File: src/hdl/kabf_pkg.sv
`timescale 1ns / 1ps
`default_nettype none
package kabf_pkg;

	localparam int unsigned DataW  = 32;
	localparam int unsigned NoiseW = 31;
	localparam int unsigned DtW    = 16;
	localparam int unsigned IdxW   = 2;
	localparam logic [NoiseW-1:0] NoiseReset = 31'd655;
	localparam logic signed [DataW-1:0] OneQ16 = 32'sd65536;

	localparam logic [IdxW-1:0] RegAngleQ = 2'd0;
	localparam logic [IdxW-1:0] RegBiasQ  = 2'd1;
	localparam logic [IdxW-1:0] RegMeasR  = 2'd2;

	// sequencer steps, one shared multiplier and one shared divider
	typedef enum logic [4:0] {
		ST_IDLE,
		ST_RATE,    // rate = gyro - bias
		ST_ANG,     // mul dt*rate
		ST_ANG_W,   // angle += product
		ST_T,       // mul dt*P11
		ST_T_W,     // t = product; s = t - P01 - P10 + Qa
		ST_P00,     // mul dt*s
		ST_P00_W,   // P00 +=, P01 -= t, P10 -= t
		ST_P11,     // mul Qb*dt
		ST_P11_W,   // P11 +=; start divide for k0
		ST_K0,      // wait divider
		ST_K1,      // wait divider, k1
		ST_Y,       // mul k0*y (y = meas - angle)
		ST_UA,      // angle +=; mul k1*y
		ST_UB,      // bias +=; mul k0*P00
		ST_U00,     // P00' ; mul k0*P01
		ST_U01,     // P01' ; mul k1*P00
		ST_U10,     // P10' ; mul k1*P01
		ST_U11,     // P11'
		ST_OUT
	} kabf_state_t;

	function automatic logic signed [DataW-1:0] sat32(input logic signed [65:0] v);
		if (v > 66'sd2147483647) return 32'sh7fffffff;
		if (v < -66'sd2147483648) return 32'sh80000000;
		return v[DataW-1:0];
	endfunction

endpackage
`default_nettype wire

File: src/hdl/kabf_div.sv
`timescale 1ns / 1ps
`default_nettype none
// Signed restoring divider, one quotient bit a cycle: q = sat32((p<<16)/s), truncated.
module kabf_div import kabf_pkg::*; (
	input  wire logic                     clk,
	input  wire logic                     arst_n,
	input  wire logic                     start,
	input  wire logic signed [DataW-1:0]  num,
	input  wire logic signed [DataW:0]    den,
	output logic                          done,
	output logic signed [DataW-1:0]       quo
);
	localparam int unsigned NumW = DataW + 16;
	localparam int unsigned CntW = $clog2(NumW + 1);

	logic [NumW-1:0] n_q;
	logic [NumW-1:0] q_q;
	logic [DataW:0]  d_q;
	logic [DataW+1:0] r_q;
	logic            neg_q;
	logic            zero_q;
	logic [CntW-1:0] cnt_q;
	logic            busy_q;

	logic [DataW+1:0] r_sh;
	logic [DataW+1:0] r_sub;
	logic [NumW-1:0]  num_abs;
	logic [DataW:0]   den_abs;
	logic signed [65:0] q_signed;

	always_comb begin
		num_abs = num[DataW-1] ? (~{num, 16'd0} + 1'b1) : {num, 16'd0};
		den_abs = den[DataW] ? (~den + 1'b1) : den;
		r_sh  = {r_q[DataW:0], n_q[NumW-1]};
		r_sub = r_sh - {1'b0, d_q};
		q_signed = neg_q ? -$signed({18'd0, q_q}) : $signed({18'd0, q_q});
	end

	// shift-subtract iteration
	always_ff @(posedge clk or negedge arst_n) begin
		if (!arst_n) begin
			busy_q <= 1'b0;
			done   <= 1'b0;
			cnt_q  <= '0;
		end else begin
			done <= 1'b0;
			if (start) begin
				busy_q <= 1'b1;
				cnt_q  <= CntW'(NumW);
			end else if (busy_q) begin
				cnt_q <= cnt_q - 1'b1;
				if (cnt_q == CntW'(1)) begin
					busy_q <= 1'b0;
					done   <= 1'b1;
				end
			end
		end
	end

	always_ff @(posedge clk) begin
		if (start) begin
			n_q    <= num_abs;
			d_q    <= den_abs;
			r_q    <= '0;
			q_q    <= '0;
			neg_q  <= num[DataW-1] ^ den[DataW];
			zero_q <= (den == '0);
		end else if (busy_q) begin
			n_q <= {n_q[NumW-2:0], 1'b0};
			if (!r_sub[DataW+1]) begin
				r_q <= r_sub;
				q_q <= {q_q[NumW-2:0], 1'b1};
			end else begin
				r_q <= r_sh;
				q_q <= {q_q[NumW-2:0], 1'b0};
			end
		end
	end

	assign quo = zero_q ? '0 : sat32(q_signed);
endmodule
`default_nettype wire

File: config.mk
export PLATFORM = sky130hd
export DESIGN_NAME = kabf_div
export DESIGN_NICKNAME = d
export VERILOG_FILES = /design/src/hdl/kabf_pkg.sv /design/src/hdl/kabf_div.sv
export SDC_FILE = /design/constraint.sdc
export NUM_CORES = 1
export LEC_CHECK = 0
export BUFFER_PORTS_ARGS = -buffer_cell sky130_fd_sc_hd__buf_2
export CAP_MARGIN = 20
export CORE_ASPECT_RATIO = 0.9
export CORE_MARGIN = 2
export CORE_UTILIZATION = 50
export DETAILED_ROUTE_END_ITERATION = 10
export PLACE_DENSITY = 0.69
export SLEW_MARGIN = 20
export SYNTH_ARGS = -nofsm -noshare
export SYNTH_HDL_FRONTEND = slang
export SYNTH_SLANG_ARGS = --single-unit
export TNS_END_PERCENT = 20
File: constraint.sdc
create_clock -name clk -period 9 [get_ports clk]
set_clock_uncertainty 0.1 [all_clocks]
set_input_delay 1.8 -clock clk [delete_from_list [all_inputs] [get_ports clk]]
set_output_delay 1.8 -clock clk [all_outputs]
set_load 0.005 [all_outputs]
Word-level counts from Yosys, hierarchy flattened. Cells that the tools add are included.

Bits in registers: 172. Logic and storage cells: 46.

Mux-type cells: 23. Equality and inequality tests: 1. Magnitude comparators: 2. Reductions and logical operators: 2. Bitwise operators: 3. Add/subtract/negate cells: 5.

Operators with widths (count): $mux 32 (6); $mux 48 (3); $gt 66x32->1 const B (1); $lt 66x32->1 const B (1); $mux 66 (1); $neg 48->66 (1); $add 48x1->48 const B (1); $not 48->48 (1); $sub 34x33->34 (1); $add 33x1->33 const B (1); $logic_not 33->1 (1); $mux 33 (1); $not 33->33 (1); $mux 6 (2); $mux 1 (10); $eq 6x1->1 const B (1); $sub 6x1->6 const B (1); $reduce_bool 2->1 (1); $xor 1x1->1 (1).

Longest topological paths before layout.
Word-level depth: 8. Gate-level depth with buffers: 13. Mapped depth without buffers: 12.

Worst setup path after synthesis. No wires, ideal clock.

Path kind: reg-to-output. Start: register q_q[10]. End: output quo[12]. Data arrival time: 3.100 ns. Stages on the path, launching flop included: 11. Path buffers: 1. Setup slack: 4.000 ns. Path through: dfxtp_1 or4_4 or3_4 or4b_4 nor4_4 a21oi_1 o32ai_2 nand2_1 o41ai_4 buf_6 o21ai_0.

Cells in the longest elaborated chain, start to end: 8.

RTL lines: start, declared (line kabf_div.sv:17) `logic [NumW-1:0] q_q;`; start signal, assigned (line kabf_div.sv:72) `q_q <= {q_q[NumW-2:0], 1'b1};`; start signal, assigned (line kabf_div.sv:75) `q_q <= {q_q[NumW-2:0], 1'b0};`; $neg 48->66 (line kabf_div.sv:36) `q_signed = neg_q ? -$signed({18'd0, q_q}) : $signed({18'd0, q_q});`; $mux 66 * (line kabf_div.sv:36); $lt 66x32->1 (line kabf_pkg.sv:42) `if (v < -66'sd2147483648) return 32'sh80000000;`; $mux 1 (2 in a row) (line kabf_pkg.sv:42); $mux 32 (line kabf_pkg.sv:43) `return v[DataW-1:0];`; $mux 32 * (line kabf_pkg.sv:42); $mux 32 * (line kabf_div.sv:80) `assign quo = zero_q ? '0 : sat32(q_signed);`; end, declared (line kabf_div.sv:11) `output logic signed [DataW-1:0] quo`.

Mark *: on every way between the ends. The rest lies on a longest branch, timed or not. The select of a mux whose other input is x is not followed.

Final worst setup path.
Start: register q_q[10]. End: output quo[0].

Same word-level chain as after synthesis.

==> summary.md <==
| Metric | Value |
|---|---|
| R2R Path Start | d_q[21]$_DFFE_PP_ |
| Worst-margin pin slew | 1.056 ns |
| Crit end category | output port |
| Post-Synthesis Cells | about 1200 |
| Final net count | around 1400 |
| Worst path most repeated cell | nand4_1 |
| Most frequent cells in the layout | 131 x nor2_1, 105 x nand2_1, 99 x buf_2 |
| Setup Total Neg Slack | 0 ns |
| Final WS setup | 2.948 ns |
| Worst-path clk slew | around 0.070 ns |
| Drt via density | 5.667 |
| Post-synthesis simple-gate area fraction | 0.1782 |
| WHS Path Cells | 2 |
| First-pass GRT wire length | roughly 38000 µm |
| Layout cell share with drive strength beyond 1 | 0.1269 |
| IR Drop Worst-Case VDD | approximately 0.16 mV |
| DR WL/cell | about 15 µm |
| CTS root buf | clkbuf_16 |
| Synth Area in XOR/XNOR | 0.1093 |
| # H-tree levels | 4 |
| Worst reg2reg path endpoint | r_q[24]$_SDFFE_PP0P_ |
| Largest net degree at the start of global routing | 97 |
| Max-Cap Viols | 0 |
| Synthesized flop and latch total | 156 |
| Core box area | between 20000 and 25000 µm² |
| Via Count | between 8000 and 9000 |
| Fmax | about 170 MHz |
| CTS Buf Count | 17 |
| I/O Buffers | 100 |
| Number of global-route vias before repair | 7745 |
| Detailed Place HPWL | 15950 µm |
| Die Ht | 140.9 µm |
| Post-synth ARST share | 0.05128 |
| Gpl congestion | approximately 0.9 |
| DR pass1 iterations | 5 |
| Max-slew violation count | 0 |
| Largest family of logic cells by synthesized area | compound AO/OA/AOI/OAI gates |
| Worst min path class | register to register |
| DRC Markers | 0 |
| Commonest non-fill, non-tap cell in the layout | nor2_1 |
| Synth Area in Compound Gates | 0.1913 |
| Final period util | 0.6725 |
| Worst-path cell chain | or4_4, nor4_1, nand4_1, or3b_1, mux2i_1, a32o_1, nand4_1, o41ai_4, buf_4, o21ai_0, buf_2 |
| Yosys warning count | 0 |
| Internal power | between 1.5 and 2 mW |
| Antenna-violating nets left | 0 |
| Flop pwr share | 0.287 |
| Worst-path maximum fanout | 31 |
| Post-CTS setup repair buffer count | 0 |
| Place WS | between 3 and 4 ns |
| Post-synth EDFFs | 67 |
| Status | complete, no violations |
| I/O pin count | roughly 100 |
| Comb power frac | 0.479 |
| DRT Wirelength | between 20000 and 25000 µm |
| Flop2flop setup slack | just over 5 ns |
| Die X | about 160 µm |
| Origin of the worst min-delay path | r_q[4]$_SDFFE_PP0P_ |
| Grt total ovfl | 0 |
| CTS resizes | 0 |
| Critical path type | register to output port |
| Min Hold Slack | between 0.3 and 0.4 ns |
| Distinct cells, synth | between 70 and 80 |
| Min Clock Period, post-route | between 6 and 7 ns |
| Leakage | about 5.2 nW |
| Initial Util | 0.5045 |
| GRT Resource Usage Total | 0.2099 |
| Post-synthesis sequential area ratio | 0.3681 |
| WP buf/inv | 2 |
| Clock sinks | between 150 and 200 |
| Clock latency on the worst-skew pair | between 0.4 and 0.5 ns |
| PwrDens | 273.1 nW/µm² |
| Worst Path Arrival | 4.15 ns |
| Hold Path End | r_q[4]$_SDFFE_PP0P_ |
| Reg2reg path depth | 12 |
| Hold_buf cts | 0 |
| Placed Area | approximately 11000 µm² |
| Die area | 22000 µm² |
| Final Hold Fails | 0 |
| Design Area, Final | between 10000 and 15000 µm² |
| Avg Cell Area, Syn | about 9 µm² |
| Diode count | 0 |
| Initial antenna violation count | 0 |
| Mapped Area | between 10000 and 15000 µm² |
| TritonCTS clock tree | yes |
| Clk buf depth | 2 |
| Row cnt | 50 |
| Clock power share | 0.234 |
| CP startpoint kind | register |
| CP delay by family, top | simple AND/OR/NAND/NOR gates |
| Final Setup Violations | 0 |
| Psw | between 1 and 1.5 mW |
| Mux cell area share after synthesis | 0.05959 |
| DRT iter0 DRCs | 537 |
| Max-slew headroom | 0.2961 |
| Slowest cell on crit path | or4_4 |
| Sw frac | 0.3829 |
| Prevailing post-synth register cell | dfxtp_1 |
| Total power | around 3.2 mW |
| Syn Nets | between 1000 and 1500 |
| Synth Area in Adders | 0.04877 |
| Max incr delay on CP | 0.58 ns |
| Unrepaired setup endpoints after global routing | false |
| Area grow syn2layout | 12.03% |
| Worst endpoint required time | slightly above 7 ns |
## tightest hold or removal path, cell delays in order, from the launching register on
cell and delay, ns:
dfxtp_1 0.32, nand2_1 0.05, o21ai_0 0.06
## metal layers
layer | vias up | share of wire | track usage
li1 | 4418 | - | -
met1 | 4004 | 0.52 | 0.3154
met2 | 177 | 0.43 | 0.3081
met3 | 21 | 0.042 | 0.03966
met4 | 0 | 0.012 | 0.05746
met5 | - | 0 | 0
## layout make-up
type	instances	area, µm²
fill	1889	8977
inverter	54	202.7
timing repair buffer	108	566.8
clock buffer	21	483.0
clock inverter	11	130.1
multi-input combinational	911	6122
tap	260	325.3
sequential	156	3837
## sequential cells by signal (all words and copies together) (netlist names)
signal	flops
q_q	48
d_q	33
r_q	33
n_q	32
cnt_q	6
busy_q	1
done	1
neg_q	1
zero_q	1
## cell families after synthesis
group | count (synthesis)
compound gates | 295
xor+xnor | 130
fa+ha+maj | 40
buf+inv | 118
flops | 156
mux | 62
simple gates | 384
## power by group through the flow
stage	registers (mW)	logic, mW	clock network, mW
3_5_place_dp	0.929	1.52	0
2_1_floorplan	0.908	1.10	0
4_1_cts	0.915	1.52	0.761
6_report	0.915	1.53	0.746
5_1_grt	0.929	1.72	0.790
3_3_place_gp	0.927	1.49	0
## metrics by stage
step                cells  utilization
floorplan            1185            -
global placement     1489       0.5355
detailed placement   1489       0.5355
CTS                  1521       0.5652
global route         1521       0.5652
finish               1521       0.5652
## worst max path at each step
| stage | from | endpoint | slack, ns | cells after the start |
|---|---|---|---|---|
| after CTS | q_q[10]$_SDFFE_PP0P_ | quo[0] | 2.94 | 11 |
| after floorplan | q_q[10]$_SDFFE_PP0P_ | quo[12] | 4.00 | 10 |
| final | q_q[10]$_SDFFE_PP0P_ | quo[0] | 2.95 | 11 |
| after global placement | q_q[10]$_SDFFE_PP0P_ | quo[14] | 3.51 | 11 |
| after detailed placement | q_q[10]$_SDFFE_PP0P_ | quo[0] | 3.40 | 11 |
| after global routing | q_q[10]$_SDFFE_PP0P_ | quo[19] | 2.51 | 11 |
## synthesized netlist by cell type (8+ instances only)
cell	count	area, µm²
o21ai_0	58	290.3
o31ai_1	38	285.3
nor4_1	12	75.07
mux2i_1	62	620.6
xnor2_1	54	473.0
or3_1	15	93.84
or4_1	11	82.58
nor3_1	19	95.09
o41ai_1	16	140.1
nand4_1	9	56.30
ha_1	39	488.0
nand3_1	20	100.1
nand2_1	105	394.1
edfxtp_1	67	2012
o21ai_1	22	110.1
nor2_1	131	491.7
dfrtp_1	8	200.2
nand2b_1	20	125.1
clkbuf_1	57	214.0
a311oi_1	17	148.9
xor2_1	76	665.6
a21oi_1	58	290.3
a21o_1	18	135.1
dfxtp_1	81	1622
inv_1	54	202.7
Note: power is estimated with default switching activity, not from simulation.
